`src/sv/evs_mul.sv`:
```
module evs_mul #(
    parameter int WA = 32,
    parameter int WB = 32
) (
    input  logic            i_clk,
    input  logic            i_en,
    input  logic [WA-1:0]   i_a,
    input  logic [WB-1:0]   i_b,
    output logic [WA+WB-1:0] o_p
);

    localparam int LIMB = 32;
    localparam int NA   = (WA + LIMB - 1) / LIMB;
    localparam int NB   = (WB + LIMB - 1) / LIMB;
    localparam int WR   = NB * LIMB + LIMB;
    localparam int WP   = NA * LIMB + NB * LIMB;

    logic [NA*LIMB-1:0] a_pad;
    logic [NB*LIMB-1:0] b_pad;

    logic [2*LIMB-1:0] n_pp [NA][NB];
    logic [2*LIMB-1:0] r_pp [NA][NB];
    logic [WR-1:0]     n_row [NA];
    logic [WR-1:0]     r_row [NA];
    logic [WP-1:0]     n_sum;
    logic [WP-1:0]     r_sum;

    assign a_pad = (NA*LIMB)'(i_a);
    assign b_pad = (NB*LIMB)'(i_b);

    // partial products, then row sums, then the total
    always_comb begin
        for (int i = 0; i < NA; i++) begin
            for (int j = 0; j < NB; j++) begin
                n_pp[i][j] = (2*LIMB)'(a_pad[LIMB*i +: LIMB]) * (2*LIMB)'(b_pad[LIMB*j +: LIMB]);
            end
        end
    end

    always_comb begin
        for (int i = 0; i < NA; i++) begin
            n_row[i] = '0;
            for (int j = 0; j < NB; j++) begin
                n_row[i] = n_row[i] + (WR'(r_pp[i][j]) << (LIMB * j));
            end
        end
    end

    always_comb begin
        n_sum = '0;
        for (int i = 0; i < NA; i++) begin
            n_sum = n_sum + (WP'(r_row[i]) << (LIMB * i));
        end
    end

    always_ff @(posedge i_clk) begin
        if (i_en) begin
            r_pp  <= n_pp;
            r_row <= n_row;
            r_sum <= n_sum;
        end
    end

    assign o_p = r_sum[WA+WB-1:0];

endmodule

```
`config.mk`:
```
export PLATFORM = sky130hd
export DESIGN_NAME = evs_mul
export DESIGN_NICKNAME = d
export VERILOG_FILES = /design/src/sv/evs_mul.sv
export SDC_FILE = /design/constraint.sdc
export NUM_CORES = 2
export LEC_CHECK = 0
export ABC_AREA = 0
export BUFFER_PORTS_ARGS = -buffer_cell sky130_fd_sc_hd__buf_2
export CORE_ASPECT_RATIO = 1.1
export CORE_MARGIN = 1.5
export CORE_UTILIZATION = 40
export CTS_BUF_LIST = sky130_fd_sc_hd__clkbuf_8
export DETAILED_ROUTE_END_ITERATION = 16
export GPL_TIMING_DRIVEN = 0
export PLACE_DENSITY = 0.6
export SYNTH_ARGS = -nofsm -noshare
export SYNTH_HDL_FRONTEND = slang
export SYNTH_SLANG_ARGS = --single-unit
```
`constraint.sdc`:
```
create_clock -name i_clk -period 8.46 [get_ports i_clk]
set_input_delay 0.423 -clock i_clk [delete_from_list [all_inputs] [get_ports i_clk]]
set_output_delay 0.423 -clock i_clk [all_outputs]
set_load 0.01 [all_outputs]
```
=== Word-level counts from Yosys, hierarchy flattened ===
Index checks and enable logic that the tools add are counted.

* Register bits after elaboration: 192
* Output and inout port bits: 64
* Logic and storage cells: 4

* Multiply operators: 1

{| class="wikitable"
|+ Operators by type and width
! kind !! number
|-
| 32-bit by 32-bit multiplier with 64-bit output || 1
|}

=== Longest topological paths before layout ===
* Depth after elaboration: 1
* Depth in mapped cells: 29
* Depth with buffers taken out: 27

=== Worst setup path after synthesis ===
OpenSTA, ideal clock, no wires.

* Path kind: input to register
* From: input port i_a[16]
* To: register r_pp[63] (netlist name), data pin
* Setup time: 0.264 ns
* Data arrival time: 6.975 ns
* Data required time: 8.196 ns
* Setup slack: 1.221 ns
* Stages: 24
* Buffers on the path: 1
* Cells stage by stage: clkbuf_1 -> and2_1 -> fa_1 -> inv_1 -> fa_1 -> fa_1 -> fa_1 -> inv_1 -> fa_1 -> inv_1 -> fa_1 -> inv_1 -> fa_1 -> fa_1 -> ha_1 -> a21o_1 -> a31oi_1 -> o211ai_1 -> nor4b_1 -> o21ai_1 -> a21boi_1 -> o21ai_1 -> a221oi_1 -> xnor2_1

{| class="wikitable"
|+ RTL lines
! item !! line !! text
|-
| start: declaration || 7 || <nowiki>input logic [WA-1:0] i_a,</nowiki>
|-
| end signal: assignment || 58 || <nowiki>r_pp <= n_pp;</nowiki>
|-
| end: declaration || 22 || <nowiki>logic [2*LIMB-1:0] r_pp [NA][NB];</nowiki>
|}

==> run_results.csv <==
group,metric,value,unit
timing,hold_violations,0,
route,vias,27900,
global_route,grt_pass1_wl,194,mm
route,drt_iter0_drc,1991,
clock_network,cts.sinks,192,
place,gp_congestion,1.03,
timing,period_needed,8.34,ns
timing,timing.fmax,120,MHz
global_route,antenna_found_initial,22,
route,routed_wl,133,mm
place,dp_hpwl,112,mm
worst_setup_path,cp_data_arrival_time,8.58,ns
floorplanning,die_x,301,um
clock_network,clk_latency,0.48,ns
logic_synthesis,ys_warn_count,0,
route,ant_nets,0,
worst_setup_path,cp_max_fo,10,
logic_synthesis,syn-num-nets,5096,
logic_synthesis,synth-seq-cells,192,
global_route,overflow,0,
worst_setup_path,crit_path_end_kind,"flip-flop",
layout,layout_commonest_cell,"fa_1",
floorplanning,num_io_pins,130,
timing,timing.final.crit_share,0.985,
global_route,grt_max_degree,121,
route,drc,0,
layout,area_delta_synth_final,7.22,%
logic_synthesis,syn_area,39000,um2
outcome,outcome,"finished clean",
clock_network,root_buffer,"clkbuf_8",
logic_synthesis,synth_ff_type,"edfxtp_1",
clock_network,ctsHtreeMaxLevel,4,
timing,rsz0062_at_grt,"false",
logic_synthesis,yosysUniqueCellTypes,64,
timing,maxSlewViolCount,0,
timing,fin_skew,0.0133,ns
timing,slew_headroom,0.169,
clock_network,cts_buffers,17,
flow_run,max_cap_viol_count,0,
route,drt-wirelength-per-cell,24.9,um
clock_network,cts.clk_slew.worst_paths,0.11,ns
clock_network,cts_tree,"done",
worst_setup_path,startpoint_type,"input pin",
place,portBuffers,129,
hold_path,hold_class,"in -> reg",
floorplanning,coreArea,97000,um2
route,drtPass1Iterations,5,
worst_setup_path,cp.required,8.70,ns
floorplanning,fp.dieH,331,um
logic_synthesis,syn_avg_cell_area,10.1,um2
layout,final_cell_mix,"fa_1 (896), inv_1 (865), and2_1 (604)",
floorplanning,rows,120,
clock_network,clockBufferDepth,2,
timing,worst_pin_slew,1.25,ns
layout,final_util,0.432,
logic_synthesis,syn_inst,3871,
global_route,grt_pass1_vias,29800,
layout,layout-drive-gt1-share,0.0536,
layout,nets,5244,
global_route,grt_usage,0.274,
timing,finalSetupViolCount,0,
clock_network,postCtsSetupBuffers,0,
logic_synthesis,synth_edf_count,192,
floorplanning,initial_utilization,0.403,
worst_setup_path,path_class,"in -> reg",
route,via_per_inst,5.25,
logic_synthesis,async_reset_ff_frac,0,
floorplanning,die_area,99500,um2
logic_synthesis,ys_seq_area_frac,0.148,
[logic make-up after synthesis]
group,synth area share
adders and majority gates,0.544
buffers and inverters,0.104
xor gates and xnor gates,0.0135
muxes,0.000256
DFF,0.148
and+or+nand+nor,0.155
AOI/OAI and AO/OA,0.0358
[synth_stat cells (5+ instances only)]
cell,number,area share
and3_1,10,0.0016
edfxtp_1,192,0.15
nor3_1,5,0.00064
nand4_1,11,0.0018
nand2_1,473,0.045
nor2_1,26,0.0025
a21oi_1,64,0.0082
o21bai_1,11,0.0021
a31oi_1,13,0.0021
o21a_1,6,0.0012
o21ai_1,7,0.00090
ha_1,263,0.084
o31ai_1,6,0.0012
xnor2_1,44,0.0099
inv_1,865,0.083
nor2b_1,5,0.00080
nand3_1,18,0.0023
clkbuf_1,211,0.020
and2_1,604,0.097
a21o_1,35,0.0067
xor2_1,16,0.0036
o21ai_0,30,0.0038
fa_1,896,0.46
[sequential cells by signal (all words and copies together) (netlist names)]
| register | cells |
|---|---|
| r_pp | 64 |
| o_p | 64 |
| r_row | 64 |
[worst paths after layout]
check | from | to | slack (ns) | cells past startpoint
min reg2reg | r_pp[23] | r_row[23] | 0.41 | 0
max reg2reg | r_pp[56] | r_row[56] | 7.75 | 0
min | i_b[0] | r_pp[0] | 0.33 | 2
max | i_a[9] | r_pp[63] | 0.12 | 24
[layout make-up]
| cell class | instances | area, um2 |
|---|---|---|
| Clock inverter | 15 | 221 |
| Tap cell | 1281 | 1600 |
| Sequential cell | 192 | 5770 |
| Multi-Input combinational cell | 2600 | 29200 |
| Fill cell | 9600 | 55100 |
| Inverter | 865 | 3250 |
| Antenna cell | 11 | 27.5 |
| Clock buffer | 17 | 234 |
| Buffer | 213 | 845 |
| Timing Repair Buffer | 130 | 683 |
[what timing repair did]
action,CTS,global route
hold buffers,0,0
endpoints found under the hold margin,0,0
pin swaps,0,0
setup endpoints to repair,1,4
resized for setup,11,58
[critical path: stages]
cell      delay, ns
buf_2          0.17
clkbuf_1       0.77
nand2_1        0.17
fa_1           0.40
inv_1          0.08
fa_1           0.43
fa_1           0.51
inv_1          0.05
fa_1           0.47
inv_1          0.05
fa_1           0.49
fa_1           0.58
fa_1           0.45
fa_1           0.67
ha_1           0.29
clkbuf_1       0.22
a21oi_1        0.28
o211ai_1       0.14
nor4b_2        0.45
o21ai_1        0.29
a21boi_1       0.38
o21ai_1        0.23
a221oi_1       0.44
xnor2_1        0.12
[through the flow]
stage	std cells	setup TNS, ns	setup slack [ns]	hold slack (ns)	cell area [um2]
floorplan	3871	0	1.22	0.400	39000
global placement	5281	-5.11	-0.710	0.401	41300
detailed placement	5282	-5.06	-0.750	0.405	41300
CTS	5314	0	0.166	0.267	41800
global route	5316	0	0.00595	0.284	41800
finish	5324	0	0.124	0.329	41900
[layer usage]
metal / vias up / global-route usage / wire [um]
li1: 11700 / - / -
met1: 14500 / 0.326 / 47200
met2: 1269 / 0.450 / 63600
met3: 389 / 0.0363 / 9520
met4: 2 / 0.218 / 12200
met5: - / 0 / 12
Power is left out: the tool's default activity adds up to more than one toggle a clock period on the data nets, which glitch-free logic cannot reach.
