$ cat config.mk
export PLATFORM = sky130hd
export DESIGN_NAME = evs_isqrt
export DESIGN_NICKNAME = d
export VERILOG_FILES = /design/src/sv/evs_isqrt.sv
export SDC_FILE = /design/constraint.sdc
export NUM_CORES = 2
export LEC_CHECK = 0
export BUFFER_PORTS_ARGS = -buffer_cell sky130_fd_sc_hd__buf_2
export CAP_MARGIN = 0
export CORE_MARGIN = 2
export CORE_UTILIZATION = 50
export DETAILED_ROUTE_END_ITERATION = 8
export PLACE_DENSITY = 0.76
export REMOVE_ABC_BUFFERS = 1
export SLEW_MARGIN = 20
export SYNTH_ARGS = -nofsm -noshare
export SYNTH_HDL_FRONTEND = slang
export SYNTH_SLANG_ARGS = --single-unit
$ cat constraint.sdc
create_clock -name i_clk -period 9.6 [get_ports i_clk]
set_clock_uncertainty 0.1 [all_clocks]
set_input_delay 1.44 -clock i_clk [delete_from_list [all_inputs] [get_ports i_clk]]
set_output_delay 1.44 -clock i_clk [all_outputs]
set_load 0.01 [all_outputs]
$ cat src/sv/evs_isqrt.sv
module evs_isqrt #(
    parameter int W   = 68,
    parameter int SPS = 2
) (
    input  logic           i_clk,
    input  logic           i_en,
    input  logic [W-1:0]   i_x,
    output logic [W/2-1:0] o_root
);

    localparam int HW = W / 2;
    localparam int RW = HW + 2;
    localparam int NS = HW / SPS;

    logic [W-1:0]  a_x    [NS];
    logic [RW-1:0] a_rem  [NS];
    logic [HW-1:0] a_root [NS];
    logic [W-1:0]  n_x    [NS];
    logic [RW-1:0] n_rem  [NS];
    logic [HW-1:0] n_root [NS];
    logic [W-1:0]  r_x    [NS];
    logic [RW-1:0] r_rem  [NS];
    logic [HW-1:0] r_root [NS];

    // restoring root, two radicand bits per step
    always_comb begin
        logic [W-1:0]  x;
        logic [RW-1:0] rem;
        logic [RW-1:0] t;
        logic [HW-1:0] root;
        a_x[0]    = i_x;
        a_rem[0]  = '0;
        a_root[0] = '0;
        for (int k = 1; k < NS; k++) begin
            a_x[k]    = r_x[k-1];
            a_rem[k]  = r_rem[k-1];
            a_root[k] = r_root[k-1];
        end
        for (int k = 0; k < NS; k++) begin
            x    = a_x[k];
            rem  = a_rem[k];
            root = a_root[k];
            for (int s = 0; s < SPS; s++) begin
                rem = {rem[RW-3:0], x[W-1 -: 2]};
                x   = x << 2;
                t   = {root, 2'b01};
                if (rem >= t) begin
                    rem  = rem - t;
                    root = {root[HW-2:0], 1'b1};
                end else begin
                    root = {root[HW-2:0], 1'b0};
                end
            end
            n_x[k]    = x;
            n_rem[k]  = rem;
            n_root[k] = root;
        end
    end

    always_ff @(posedge i_clk) begin
        if (i_en) begin
            r_x    <= n_x;
            r_rem  <= n_rem;
            r_root <= n_root;
        end
    end

    assign o_root = r_root[NS-1];

endmodule

Yosys cells after proc, flatten, opt, wreduce, memory -nomap -nowiden
Index checks and enable logic that the tools add are counted.

Bits in registers: 1394. Bits of input ports: 70. Output and inout port bits: 34. Word-level logic and storage cells: 183.

Add/sub/neg operators: 33. $lt $le $gt $ge: 34. Mux-type cells: 67.

Operator list (count): $mux W34 (33); $ge A36 B10 Y1 (1); $ge A36 B11 Y1 (1); $ge A36 B12 Y1 (1); $ge A36 B13 Y1 (1); $ge A36 B14 Y1 (1); $ge A36 B15 Y1 (1); $ge A36 B16 Y1 (1); $ge A36 B17 Y1 (1); $ge A36 B18 Y1 (1); $ge A36 B19 Y1 (1); $ge A36 B20 Y1 (1); $ge A36 B21 Y1 (1); $ge A36 B22 Y1 (1); $ge A36 B23 Y1 (1); $ge A36 B24 Y1 (1); $ge A36 B25 Y1 (1); $ge A36 B26 Y1 (1); $ge A36 B27 Y1 (1); $ge A36 B28 Y1 (1); $ge A36 B29 Y1 (1); $ge A36 B3 Y1 (1); $ge A36 B30 Y1 (1); $ge A36 B31 Y1 (1); other kinds (45) (78).

Logic depth before layout (Yosys ltp)
Word-level depth: 4. Depth in mapped cells: 30.

Worst setup path before layout
No wires, ideal clock.

Kind: register to register. From: register r_rem, in the netlist a_rem[185]. To: register r_rem, in the netlist a_rem[150] (data pin). Arrival: 6.379 ns. Data required time: 9.240 ns. Setup slack: 2.862 ns. Stages on the path, launching flop included: 27. Buffers on the path: 5. Cell sequence: edfxtp_1 -> ha_1 -> a21o_1 -> a221oi_1 -> o31ai_1 -> a31o_2 -> buf_2 -> or3_1 -> buf_2 -> clkinv_1 -> clkbuf_1 -> o21ai_0 -> ha_1 -> a21o_1 -> a221o_1 -> a21o_1 -> a221o_1 -> a31oi_1 -> o21bai_1 -> a221oi_1 -> o22ai_1 -> a21boi_0 -> and2_1 -> buf_2 -> inv_1 -> buf_2 -> mux2_2.

RTL lines: start: declaration (line 22) `logic [RW-1:0] r_rem [NS];`; start signal: assignment (line 63) `r_rem <= n_rem;`.

==> impl_metrics.yaml <==
status:
  result_of_the_run: "finished clean"
synthesis:
  async_flop_share: 0
  synth-main-ff-cell: "sky130_fd_sc_hd__edfxtp_1"
  synth_enable_flop_cells: 1371
  netlist_area_sq_um: 89000
  synth_sequential_area_ratio: 0.463
  synth-seq-cells: 1371
  synthCells: 8789
  post-synth-top-area-cell: "sky130_fd_sc_hd__edfxtp_1"
  syn_avg_cell_area_sq_um: 10.1
  ys_types: 104
  ys_top_cells_by_area: "sky130_fd_sc_hd__edfxtp_1 (46%), sky130_fd_sc_hd__ha_1 (8.8%), sky130_fd_sc_hd__xnor2_1 (5.0%)"
  yosys_warnings: 0
  yosys.area.top_type_share: 0.463
timing:
  setup_tns_ps: 0
  clock.fmax_ghz: 0.116
  max_transition_margin: 0.260
  post-route-min-period_ps: 8600
  final-hold-violation-count: 0
  layout_setup_ws_ps: 1000
  grt_setup_unrepaired: "no"
  slew_viol_final: 0
  tightest_slew_ps: 1090
  setup_viol: 0
  post_route_clock_period_utilization: 0.896
cells_and_area:
  diodes_inserted: 0
  fin_nets: 9567
  post_route_cells_drive_above_1_share: 0.0656
  synthToLayoutAreaGrowth_pct: 9.03
worst_setup_path:
  timing.critical_path.fanout_max: 32
  rr_startpoint: "a_rem[185]"
  worst-endpoint-required_ps: 10050
  regToRegSetupSlack_ps: 1000
  cp_data_arrival_time_ps: 9050
  critical_path_class: "reg -> reg"
  worst_setup_path_start_kind: "flop"
  cp-end-kind: "flop"
  rr_worst_depth: 23
  r2r-end: "a_rem[151]"
global_route:
  via_count_of_the_first_global_routing_pass: 65600
  grt_first_pass_wirelength_microns: 366000
  globalRoute.totalOverflow: 0
  grt_start_max_net_pins: 191
  grt_antenna_before_repair: 1
  groute.usage.overall: 0.253
pwr:
  netSwitchingPower_mw: 11.3
  power.sequential.fraction: 0.319
  cellLeakagePower_nw: 38.0
  power-per-cell-area_nw_per_um2: 291
  swShare: 0.401
  max-vdd-ir-drop_v: 0.000201
  comb_power_frac: 0.475
  cellInternalPower_mw: 16.9
  clock_power_share: 0.207
clock_tree:
  cts_tree: "done"
  max_clock_buf_depth: 3
  holdBufCountCts: 0
  cts_inserted_buffers: 149
  clock_sinks: 1371
  cts_setup_buffers: 0
  clock-root-buffer: "sky130_fd_sc_hd__clkbuf_16"
  clock_network_latency_to_the_later_pin_of_the_worst_skew_pair_ps: 810
  cts.clk_slew.worst_paths_ps: 60
  cts_resized: 0
  cts_max_level: 4
worst_hold_path:
  worst_hold_startpoint: "a_x[721]"
  hp-class: "reg -> reg"
  hold-path-endpoint: "a_x[657]"
  whs_path_cells: 0
routing:
  drt_wirelength_microns: 235000
  wl_per_cell_microns: 20.7
  post_drt_via_cell_ratio: 6.10
  dr_total_vias: 69100
  ant_nets: 0
  initialDrtViolationCount: 7398
  drt_first_pass_iters: 7
  drc_errors: 0
die:
  die_width_microns: 426
  initial_utilization: 0.504
  die_y_microns: 426
  row_count: 154
  ioPinCount: 104
  design.die.area_sq_um: 181000
  core-area_sq_um: 176000
place:
  dp_slack_ps: 1520
  port_buf_inserts: 103
  dp_hpwl_microns: 178000
  placer_s_final_routability_congestion_estimate: 1.00
flow_run:
  max_capacitance_violation_count: 0
-- cells in the final DEF, fill, tap and decap left out, types with 224 or more instances in the layout --
cell type / count
sky130_fd_sc_hd__nor3_1: 224
sky130_fd_sc_hd__edfxtp_1: 1371
sky130_fd_sc_hd__a21oi_1: 758
sky130_fd_sc_hd__xnor2_1: 508
sky130_fd_sc_hd__nor2_1: 680
sky130_fd_sc_hd__xor2_1: 339
sky130_fd_sc_hd__a21o_1: 282
sky130_fd_sc_hd__inv_1: 526
sky130_fd_sc_hd__nand2_1: 713
sky130_fd_sc_hd__o21ai_0: 460
sky130_fd_sc_hd__ha_1: 627
-- routing by layer --
metal	up-vias	wire, microns	global-route usage
li1	32900	-	-
met1	32900	102000	0.355
met2	2815	107000	0.404
met3	463	17400	0.0372
met4	2	7640	0.0826
met5	-	14	0
-- how the worst max path moves through the flow --
stage,cells past startpoint,startpoint,end,slack [ps]
finish,23,a_rem[185],a_rem[151],1000
global route,24,a_root[175],a_rem[150],530
CTS,23,a_rem[185],a_rem[150],1420
detailed placement,24,a_root[175],a_rem[150],1520
global placement,24,a_root[175],a_rem[151],1780
floorplan,21,a_rem[192],a_rem[148],2010
-- power by group through the flow --
stage | sequential, mW | clock, mW | combinational (mW)
floorplan | 8.67 | 0 | 9.98
global placement | 9.07 | 0 | 12.8
detailed placement | 9.08 | 0 | 13.0
CTS | 8.98 | 5.97 | 13.2
global route | 9.10 | 6.18 | 14.8
finish | 9.01 | 5.85 | 13.4
-- worst max-delay path, cell delays in order, from the launching register on --
cell and delay, ps:
sky130_fd_sc_hd__edfxtp_1 420, sky130_fd_sc_hd__ha_1 400, sky130_fd_sc_hd__a21o_1 220, sky130_fd_sc_hd__a221oi_1 500, sky130_fd_sc_hd__o31ai_1 260, sky130_fd_sc_hd__a31o_2 370
sky130_fd_sc_hd__or3_1 350, sky130_fd_sc_hd__clkinv_1 60, sky130_fd_sc_hd__buf_4 290, sky130_fd_sc_hd__o21ai_0 220, sky130_fd_sc_hd__ha_1 410, sky130_fd_sc_hd__a21o_1 230
sky130_fd_sc_hd__a221o_1 350, sky130_fd_sc_hd__a21o_1 220, sky130_fd_sc_hd__a221o_1 320, sky130_fd_sc_hd__a31oi_1 190, sky130_fd_sc_hd__o21bai_1 80, sky130_fd_sc_hd__a221oi_1 420
sky130_fd_sc_hd__buf_4 230, sky130_fd_sc_hd__o22ai_1 100, sky130_fd_sc_hd__a21boi_0 430, sky130_fd_sc_hd__and2_1 590, sky130_fd_sc_hd__clkinv_1 970, sky130_fd_sc_hd__mux2_2 600
-- sequential cells by signal, summed over array words and instances (netlist names) --
name and cells:
a_rem 521, a_root 272, o_root 34, a_x 544
-- cells in the mapped netlist (74+ instances only) --
library cell / number
sky130_fd_sc_hd__o21a_1: 93
sky130_fd_sc_hd__a21oi_1: 758
sky130_fd_sc_hd__or3_1: 77
sky130_fd_sc_hd__ha_1: 627
sky130_fd_sc_hd__a21o_1: 282
sky130_fd_sc_hd__nor3_1: 224
sky130_fd_sc_hd__nand4_1: 147
sky130_fd_sc_hd__xnor2_1: 508
sky130_fd_sc_hd__a211oi_1: 74
sky130_fd_sc_hd__nor2_1: 681
sky130_fd_sc_hd__clkbuf_1: 174
sky130_fd_sc_hd__nand2_1: 713
sky130_fd_sc_hd__nand2b_1: 111
sky130_fd_sc_hd__mux2_2: 90
sky130_fd_sc_hd__o21ai_0: 460
sky130_fd_sc_hd__xor2_1: 339
sky130_fd_sc_hd__inv_1: 528
sky130_fd_sc_hd__o21bai_1: 87
sky130_fd_sc_hd__edfxtp_1: 1371
sky130_fd_sc_hd__and3_1: 84
sky130_fd_sc_hd__nand3_1: 214
sky130_fd_sc_hd__nor4_1: 94
sky130_fd_sc_hd__nor2b_1: 75
-- kinds of logic (layout without fill, tap and decap cells) --
logic type | count (synthesis) | count (layout) | share of synthesized area
mux | 121 | 121 | 0.0149
other cells | 1 | 3 | 0.0000421
flops | 1371 | 1371 | 0.463
buf+inv | 762 | 956 | 0.0324
xor+xnor | 848 | 848 | 0.0836
fa+ha+maj | 627 | 627 | 0.0881
simple gates | 2765 | 2765 | 0.155
compound gates | 2294 | 2294 | 0.164
-- area by class of cell --
cell class              instances  area [sq um]
clock buffers                 175          3890
multi-input cells            6658         45000
flip-flops and latches       1371         41200
repair buffers                152           993
well taps                    2340          2930
fillers                     15100         79500
inverters                     538          2020
clock inverters                91          1060
-- through the flow --
| stage | hold WS (ps) | power (mW) | cell area, sq um | std cells | util |
|---|---|---|---|---|---|
| 5_1_grt | 309 | 30.0 | 97000 | 11300 | 0.550 |
| 6_report | 294 | 28.3 | 97000 | 11300 | 0.550 |
| 3_5_place_dp | 305 | 22.1 | 92100 | 11100 | 0.522 |
| 2_1_floorplan | 300 | 18.7 | 88100 | 8567 | - |
| 3_3_place_gp | 300 | 21.9 | 92100 | 11100 | 0.522 |
| 4_1_cts | 298 | 28.1 | 97000 | 11300 | 0.550 |
(Power assumes the default switching activity.)
